===== src/hdl/frp_pkg.sv =====
// Shared types and constants for the FASTQ record parser.
package frp_pkg;

	localparam logic [2:0] PH_HDR  = 3'd0;
	localparam logic [2:0] PH_NAME = 3'd1;
	localparam logic [2:0] PH_SEQ  = 3'd2;
	localparam logic [2:0] PH_PLUS = 3'd3;
	localparam logic [2:0] PH_QUAL = 3'd4;
	localparam logic [2:0] PH_HALT = 3'd5;

	localparam logic [2:0] TAG_NONE = 3'd0;

	localparam logic [2:0] ST_OK       = 3'd0;
	localparam logic [2:0] ST_NOAT     = 3'd1;
	localparam logic [2:0] ST_MISMATCH = 3'd2;
	localparam logic [2:0] ST_TRUNC    = 3'd3;
	localparam logic [2:0] ST_OVERFLOW = 3'd4;

	localparam logic [7:0] CH_AT = 8'h40;
	localparam logic [7:0] CH_LF = 8'h0A;
	localparam logic [7:0] CH_CR = 8'h0D;

	localparam int QUEUE_DEPTH = 4;
	localparam int QIDX_BITS   = $clog2(QUEUE_DEPTH);

	typedef struct packed {
		logic [7:0] data;
		logic       valid;
		logic [2:0] tag;
		logic       done;
		logic [2:0] status;
	} result_t;

	// Everything one input beat produces: one or two results.
	typedef struct packed {
		result_t     r0;
		result_t     r1;
		logic        two;
		logic [31:0] seen;
	} entry_t;

endpackage


===== src/hdl/frp_front.sv =====
// Front end: classifies each input byte, keeps parser state, builds queue entries.
module frp_front import frp_pkg::*; #(
	parameter int LENGTH_BITS = 16,
	parameter int COUNT_BITS  = 32
) (
	input  logic       clk,
	input  logic       arst_n,
	input  logic       accept,
	input  logic [7:0] data_byte,
	input  logic       end_of_input,
	output logic       wr_en,
	output entry_t     wr_entry
);

	logic [2:0]             phase_q, phase_d;
	logic                   als_q, als_d;
	logic                   pcr_q, pcr_d;
	logic [LENGTH_BITS-1:0] seq_q, seq_d;
	logic [LENGTH_BITS-1:0] qual_q, qual_d;
	logic [COUNT_BITS-1:0]  total_q, total_d;
	logic [2:0]             halt_q, halt_d;
	result_t                res [0:1];
	logic [1:0]             cnt;
	logic                   slot;
	logic                   stop;
	logic [7:0]             ebyte;
	logic                   mismatch;
	logic [31:0]            seen;

	always_comb begin
		phase_d = phase_q;
		als_d   = als_q;
		pcr_d   = pcr_q;
		seq_d   = seq_q;
		qual_d  = qual_q;
		total_d = total_q;
		halt_d  = halt_q;
		res[0]  = '0;
		res[1]  = '0;
		cnt     = 2'd0;
		slot    = 1'b0;
		stop    = 1'b0;
		ebyte   = data_byte;
		mismatch = (seq_q != qual_q);

		if (phase_q == PH_HALT) begin
			res[0].status = halt_q;
			cnt = 2'd1;
		end else if (end_of_input) begin
			cnt = 2'd1;
			if (phase_q == PH_HDR) begin
				pcr_d = 1'b0;
				als_d = 1'b1;
			end else if (phase_q == PH_QUAL && !als_q) begin
				pcr_d = 1'b0;
				if (mismatch) begin
					phase_d = PH_HALT;
					halt_d = ST_MISMATCH;
					res[0].status = ST_MISMATCH;
				end else begin
					if (total_q != '1)
						total_d = total_q + 1'b1;
					seq_d = '0;
					qual_d = '0;
					phase_d = PH_HDR;
					als_d = 1'b1;
					res[0].done = 1'b1;
				end
			end else begin
				phase_d = PH_HALT;
				halt_d = ST_TRUNC;
				pcr_d = 1'b0;
				res[0].status = ST_TRUNC;
			end
		end else if (phase_q == PH_HDR) begin
			if (data_byte == CH_LF) begin
				pcr_d = 1'b0;
				als_d = 1'b1;
			end else if (data_byte == CH_CR) begin
				pcr_d = 1'b1;
				als_d = 1'b0;
			end else if (data_byte == CH_AT && !pcr_q) begin
				phase_d = PH_NAME;
				als_d = 1'b0;
			end else begin
				phase_d = PH_HALT;
				halt_d = ST_NOAT;
				pcr_d = 1'b0;
				res[0].status = ST_NOAT;
				cnt = 2'd1;
			end
		end else if (data_byte == CH_LF) begin
			pcr_d = 1'b0;
			if (phase_q == PH_QUAL) begin
				cnt = 2'd1;
				if (mismatch) begin
					phase_d = PH_HALT;
					halt_d = ST_MISMATCH;
					res[0].status = ST_MISMATCH;
				end else begin
					if (total_q != '1)
						total_d = total_q + 1'b1;
					seq_d = '0;
					qual_d = '0;
					phase_d = PH_HDR;
					als_d = 1'b1;
					res[0].done = 1'b1;
				end
			end else begin
				phase_d = phase_q + 3'd1;
				als_d = 1'b1;
			end
		end else if (phase_q == PH_PLUS && als_q) begin
			als_d = 1'b0;
		end else begin
			als_d = 1'b0;
			// held CR goes out first, into slot 0
			if (pcr_q) begin
				pcr_d = 1'b0;
				cnt = 2'd1;
				slot = 1'b1;
				if ((phase_q == PH_SEQ && seq_d == '1) ||
				    (phase_q == PH_QUAL && qual_d == '1)) begin
					phase_d = PH_HALT;
					halt_d = ST_OVERFLOW;
					res[0].status = ST_OVERFLOW;
					stop = 1'b1;
				end else begin
					if (phase_q == PH_SEQ)
						seq_d = seq_d + 1'b1;
					if (phase_q == PH_QUAL)
						qual_d = qual_d + 1'b1;
					res[0].data = CH_CR;
					res[0].valid = 1'b1;
					res[0].tag = phase_q;
				end
			end
			if (!stop) begin
				if (data_byte == CH_CR) begin
					pcr_d = 1'b1;
				end else begin
					cnt = cnt + 2'd1;
					if ((phase_q == PH_SEQ && seq_d == '1) ||
					    (phase_q == PH_QUAL && qual_d == '1)) begin
						phase_d = PH_HALT;
						halt_d = ST_OVERFLOW;
						pcr_d = 1'b0;
						res[slot].status = ST_OVERFLOW;
					end else begin
						if (phase_q == PH_SEQ)
							seq_d = seq_d + 1'b1;
						if (phase_q == PH_QUAL)
							qual_d = qual_d + 1'b1;
						res[slot].data = ebyte;
						res[slot].valid = 1'b1;
						res[slot].tag = phase_q;
					end
				end
			end
		end
	end

	generate
		if (COUNT_BITS > 32) begin : g_sat
			assign seen = (|total_d[COUNT_BITS-1:32]) ? 32'hFFFF_FFFF : total_d[31:0];
		end else begin : g_ext
			assign seen = 32'(total_d);
		end
	endgenerate

	assign wr_en         = accept && (cnt != 2'd0);
	assign wr_entry.r0   = res[0];
	assign wr_entry.r1   = res[1];
	assign wr_entry.two  = (cnt == 2'd2);
	assign wr_entry.seen = seen;

	always_ff @(posedge clk or negedge arst_n) begin
		if (!arst_n) begin
			phase_q <= PH_HDR;
			als_q   <= 1'b1;
			pcr_q   <= 1'b0;
			seq_q   <= '0;
			qual_q  <= '0;
			total_q <= '0;
			halt_q  <= ST_OK;
		end else if (accept) begin
			phase_q <= phase_d;
			als_q   <= als_d;
			pcr_q   <= pcr_d;
			seq_q   <= seq_d;
			qual_q  <= qual_d;
			total_q <= total_d;
			halt_q  <= halt_d;
		end
	end

endmodule


===== src/hdl/frp_queue.sv =====
// Short first-word-fall-through queue of entries between front and back.
module frp_queue import frp_pkg::*; (
	input  logic   clk,
	input  logic   arst_n,
	input  logic   wr_en,
	input  entry_t wr_entry,
	input  logic   rd_en,
	output entry_t rd_entry,
	output logic   q_full,
	output logic   q_empty
);

	entry_t               mem_q [0:QUEUE_DEPTH-1];
	logic [QIDX_BITS-1:0] wr_ptr_q;
	logic [QIDX_BITS-1:0] rd_ptr_q;
	logic [QIDX_BITS:0]   count_q;
	logic                 do_wr;
	logic                 do_rd;

	assign q_full   = (count_q == (QIDX_BITS+1)'(QUEUE_DEPTH));
	assign q_empty  = (count_q == '0);
	assign do_wr    = wr_en && !q_full;
	assign do_rd    = rd_en && !q_empty;
	assign rd_entry = mem_q[rd_ptr_q];

	always_ff @(posedge clk) begin
		if (do_wr)
			mem_q[wr_ptr_q] <= wr_entry;
	end

	always_ff @(posedge clk or negedge arst_n) begin
		if (!arst_n) begin
			wr_ptr_q <= '0;
			rd_ptr_q <= '0;
			count_q  <= '0;
		end else begin
			if (do_wr)
				wr_ptr_q <= wr_ptr_q + 1'b1;
			if (do_rd)
				rd_ptr_q <= rd_ptr_q + 1'b1;
			if (do_wr && !do_rd)
				count_q <= count_q + 1'b1;
			else if (do_rd && !do_wr)
				count_q <= count_q - 1'b1;
		end
	end

endmodule


===== src/hdl/frp_back.sv =====
// Back end: hands out the one or two results of the head entry, one beat each.
module frp_back import frp_pkg::*; (
	input  logic        clk,
	input  logic        arst_n,
	input  entry_t      head,
	input  logic        q_empty,
	output logic        rd_en,
	output logic        empty,
	input  logic        pop,
	output logic [7:0]  out_byte,
	output logic        out_valid,
	output logic [2:0]  field_tag,
	output logic        record_done,
	output logic [2:0]  status,
	output logic [31:0] records_seen,
	output logic        last
);

	logic    sel_q;
	result_t cur;
	logic    take;

	assign cur          = sel_q ? head.r1 : head.r0;
	assign empty        = q_empty;
	assign out_byte     = cur.data;
	assign out_valid    = cur.valid;
	assign field_tag    = cur.tag;
	assign record_done  = cur.done;
	assign status       = cur.status;
	assign records_seen = head.seen;
	assign last         = sel_q || !head.two;
	assign take         = pop && !q_empty;
	assign rd_en        = take && last;

	always_ff @(posedge clk or negedge arst_n) begin
		if (!arst_n) begin
			sel_q <= 1'b0;
		end else if (take) begin
			sel_q <= !last;
		end
	end

endmodule


===== src/hdl/fastq_record_parser.sv =====
// Top level of the FASTQ record parser.
// Takes one FASTQ text byte per beat and tags each kept byte as name, sequence,
// plus suffix or quality; an input beat gives zero, one or two results. The front
// end accepts one input beat per cycle while the four-entry result queue has room,
// and the back end delivers one result per cycle while pop is held and the queue is
// not empty, so the result port keeps up with a byte stream until bytes that give two
// results (a held CR sent out before the next byte) make the single result port the
// limit. Errors (missing '@', length mismatch, truncation, length overflow) halt the
// parser, and every later input gives one empty result with that status until reset.
module fastq_record_parser import frp_pkg::*; #(
	parameter int LENGTH_BITS = 16,
	parameter int COUNT_BITS  = 32
) (
	input  logic        clk,
	input  logic        arst_n,
	input  logic        push,
	output logic        full,
	input  logic [7:0]  data_byte,
	input  logic        end_of_input,
	output logic        empty,
	input  logic        pop,
	output logic [7:0]  out_byte,
	output logic        out_valid,
	output logic [2:0]  field_tag,
	output logic        record_done,
	output logic [2:0]  status,
	output logic [31:0] records_seen,
	output logic        last
);

	logic   accept;
	logic   wr_en;
	entry_t wr_entry;
	entry_t head;
	logic   rd_en;
	logic   q_full;
	logic   q_empty;

	assign full   = q_full;
	assign accept = push && !q_full;

	frp_front #(
		.LENGTH_BITS(LENGTH_BITS),
		.COUNT_BITS (COUNT_BITS)
	) u_front (
		.clk         (clk),
		.arst_n      (arst_n),
		.accept      (accept),
		.data_byte   (data_byte),
		.end_of_input(end_of_input),
		.wr_en       (wr_en),
		.wr_entry    (wr_entry)
	);

	frp_queue u_queue (
		.clk     (clk),
		.arst_n  (arst_n),
		.wr_en   (wr_en),
		.wr_entry(wr_entry),
		.rd_en   (rd_en),
		.rd_entry(head),
		.q_full  (q_full),
		.q_empty (q_empty)
	);

	frp_back u_back (
		.clk         (clk),
		.arst_n      (arst_n),
		.head        (head),
		.q_empty     (q_empty),
		.rd_en       (rd_en),
		.empty       (empty),
		.pop         (pop),
		.out_byte    (out_byte),
		.out_valid   (out_valid),
		.field_tag   (field_tag),
		.record_done (record_done),
		.status      (status),
		.records_seen(records_seen),
		.last        (last)
	);

endmodule

===== config.mk =====
export PLATFORM = sky130hd
export DESIGN_NAME = fastq_record_parser
export DESIGN_NICKNAME = d
export VERILOG_FILES = /design/src/hdl/frp_pkg.sv /design/src/hdl/frp_front.sv /design/src/hdl/frp_queue.sv /design/src/hdl/frp_back.sv /design/src/hdl/fastq_record_parser.sv
export SDC_FILE = /design/constraint.sdc
export NUM_CORES = 1
export LEC_CHECK = 0
export BUFFER_PORTS_ARGS = -buffer_cell sky130_fd_sc_hd__buf_4
export CORE_UTILIZATION = 40
export CTS_CLUSTER_SIZE = 10
export DETAILED_ROUTE_END_ITERATION = 12
export PLACE_DENSITY = 0.52
export REMOVE_ABC_BUFFERS = 1
export SYNTH_ARGS = -nofsm -noshare
export SYNTH_HDL_FRONTEND = slang
export SYNTH_SLANG_ARGS = --single-unit
export TNS_END_PERCENT = 20

===== constraint.sdc =====
create_clock -name clk -period 6.42 [get_ports clk]
set_input_delay 1.284 -clock clk [delete_from_list [all_inputs] [get_ports clk]]
set_output_delay 1.284 -clock clk [all_outputs]
set_load 0.01 [all_outputs]

==> results.md <==
- CP required: 6.65 ns
- WS Path Type: reg -> reg
- Unrepaired setup endpoints after global routing: false
- Area grow syn2layout: 13.6%
- Finish-stage setup viols: 0
- Final design utilization: 0.462
- Final ANT Viol Nets: 0
- Die Wd: 203 µm
- Final Cell Area: roughly 18,000 µm²
- Gate count of the mapped netlist: between 1,000 and 1,500
- Synth Area per Inst: 13.1 µm²
- Avg WL per Cell: between 20 and 25 µm
- Final HPWL DP: between 20 and 30 mm
- Number of diodes: 0
- Placed Instance Area: around 17,000 µm²
- Total GRT Usage: 0.192
- PostCTS Resize Cnt: 0
- Initial core utilization: 0.407
- Worst EP arrival: 5.01 ns
- Nets: 1,319
- DIE HEIGHT: 203 µm
- Final setup TNS: 0 ns
- Total grt overflow: 0
- Top Metal Used: met4
- Ys async rst share: 0.244
- Post-layout min period: roughly 4.8 ns
- P per Cell Area: 384 nW/µm²
- Sequential share of the synthesized area: 0.582
- Vias in the first global route: 10,666
- Yosys warns: 0
- First-pass GRT wire length: 61.1 mm
- Overall Power: between 7 and 8 mW
- # IOs: 64
- CP Capture Type: flop
- Status: finished, final reports clean
- PnR worst setup slack: 1.65 ns
- Met1 Wirelength: 18.0 mm
- Post-synth EDFFs: 248
- Longest Clk Path Bufs: 3
- Synth top area cells: edfxtp_1, dfrtp_1, mux4_2
- Core area: around 40,000 µm²
- WHS: 0.488 ns
- Initial antenna violation count: 1
- WL final: 38.6 mm
- Largest net degree at the start of global routing: 58
- Final Cycle Share: 0.744
- Synth Flop Type: edfxtp_1
- Fillers: 3,543
- Worst hold path type: reg -> reg
- Die area: 41,400 µm²
- Tightest Pin Transition: 1.03 ns
- Leak Pwr: 6.68 nW
- Clk Latency, worst-skew pair: 0.54 ns
- Max Freq: 0.209 GHz
- Worst IR Drop VDD: 0.000225 V
- Final cell count without fillers: approximately 1,800
- Leading area contributor after synthesis: edfxtp_1
- Synth unique cells: 94
- Share of layout cells above drive strength 1: 0.189
- Hold buffer count at cts: 0
- Average vias per placed instance: roughly 5.6
- Iteration-0 DRC Markers: 693
- Mapped Area: 16,200 µm²
- DRT Pass-1 Iters: 5
- Crit-path max FO: 20
- Register bit count reported by yosys: 328
- Share of the synthesized area in the top cell type: 0.459
- TritonCTS Buffers: 40
- Total number of vias: 10,323
- Max H-tree Level: 2
- Slew headroom: 0.316
- Met2 wire length: around 18 mm
- CTS Sinks: 328
- CP startpoint kind: flop
- Fin. Hold Viols: 0
- CTS tree: done
- Slew Limit Fails: 0
- Max cap viols: 0
- DR WL met3: 1.52 mm
- Clk_skew: 0.0178 ns
- Root buf cell: clkbuf_16
- Post-CTS Setup Bufs: 0
- Buffers added on ports: 63
- Row Count: 73
- DRC violations left: 0
- Clk slew on worst S/H paths: 0.06 ns
- Cells after DPL: 1,772
- Place WS: between 1 and 1.5 ns
- Placer Congestion: ~0.83
-- per-layer routing --
metal,track usage,up-vias
met4,0.0626,0
met2,0.312,219
met5,0,-
met1,0.266,5230
li1,-,4821
met3,0.0262,53
-- kinds of logic after synthesis --
| group | Yosys count | synth area share |
|---|---|---|
| AND/OR/NAND/NOR | 425 | 0.140 |
| flip-flops | 328 | 0.582 |
| AO/OA/AOI/OAI | 178 | 0.0793 |
| buffers and inverters | 102 | 0.0269 |
| XOR/XNOR | 101 | 0.0545 |
| multiplexers | 87 | 0.103 |
| adder cells (fa/ha/maj) | 17 | 0.0136 |
-- sequential cells by signal (all words and copies together), names as in the netlist, 3 cells and up --
name / cells
u_queue.count_q: 3
u_front.halt_q: 3
u_front.phase_q: 3
u_front.qual_q: 16
u_front.seq_q: 16
u_front.total_q: 32
u_queue.mem_q: 248
-- cells in the final DEF, fill, tap and decap left out, types with 6 or more instances in the layout --
cell type,n
nor2_1,83
o211ai_1,11
edfxtp_1,248
o31ai_1,8
nand2b_1,12
xor2_1,50
inv_1,32
mux4_2,62
nand2_1,99
nor4_1,14
mux2_2,18
or3_1,6
or2_2,6
nor2b_1,12
o21ai_1,9
clkbuf_1,21
o21ai_0,28
nor3_1,20
mux2i_1,7
xnor2_1,51
buf_4,75
a31oi_1,16
dfrtp_1,77
a211o_1,7
and2_1,28
a21oi_1,29
clkbuf_16,42
nand4_1,35
nand3_1,46
ha_1,16
and3_1,17
-- power by group --
group / internal, mW / switching (mW)
Clock: 1.20 / 0.842
Sequential: 2.71 / 0.334
Combinational: 0.995 / 1.00
Total: 4.91 / 2.18
-- cell usage after synthesis (5+ instances only) --
cell type  count
edfxtp_1     248
a211o_1        7
buf_2         28
o21ai_0       28
and3_1        17
nor3_1        20
or3_1          6
and4_1         5
o211ai_1      11
nand3_1       46
xnor2_1       51
dfrtp_1       79
mux2_2        18
a31oi_1       16
nand2_1       99
buf_1          6
a21oi_1       29
o21ai_1        9
a311oi_1       5
a21o_1         5
and2_1        31
mux4_2        62
o2111ai_1      6
nand2b_1      12
clkbuf_1      33
ha_1          16
mux2i_1        7
o31ai_1        8
nor2_1        83
nand4_1       35
nor4_1        15
or2_2          6
xor2_1        50
inv_1         32
nor2b_1       12
-- critical path, cell delays in order (launching register included) --
cell and delay (ns):
dfrtp_1 0.44, inv_1 0.13, ha_1 0.37, nand2_2 0.22
nor4_1 0.57, a21oi_1 0.18, nand3_1 0.25, mux2_2 0.22
ha_1 0.22, o211a_1 0.28, nor4b_4 0.39, a31oi_4 0.28
buf_4 0.30, nor4_1 0.60
-- final cells by class --
type,instances,area (µm²),share of cell area
clock buffer,63,1130,0.0613
sequential,328,9460,0.513
timing repair buffer,79,643,0.0349
clock inverter,7,46.3,0.00251
multi-input combinational,808,6380,0.346
inverter,32,120,0.00652
tap,525,657,0.0356
-- final timing paths --
| kind | to | cells past startpoint | start | slack [ns] |
|---|---|---|---|---|
| worst max-delay path | u_queue.mem_q[0][35]$_DFFE_PP_ | 13 | u_front.phase_q[0]$_DFFE_PN0P_ | 1.65 |
| worst min-delay path | u_queue.count_q[2]$_DFFE_PN0P_ | 1 | u_queue.count_q[2]$_DFFE_PN0P_ | 0.49 |
| max in group asynchronous | u_queue.rd_ptr_q[0]$_DFFE_PN0P_ | 2 | arst_n | 4.58 |
| worst min register to register | u_queue.count_q[2]$_DFFE_PN0P_ | 1 | u_queue.count_q[2]$_DFFE_PN0P_ | 0.49 |
| min in group asynchronous | u_front.qual_q[7]$_DFFE_PN0P_ | 1 | arst_n | 0.64 |
| worst max register to register | u_queue.mem_q[0][35]$_DFFE_PP_ | 13 | u_front.phase_q[0]$_DFFE_PN0P_ | 1.65 |
Note: power is estimated with default switching activity, not from simulation.
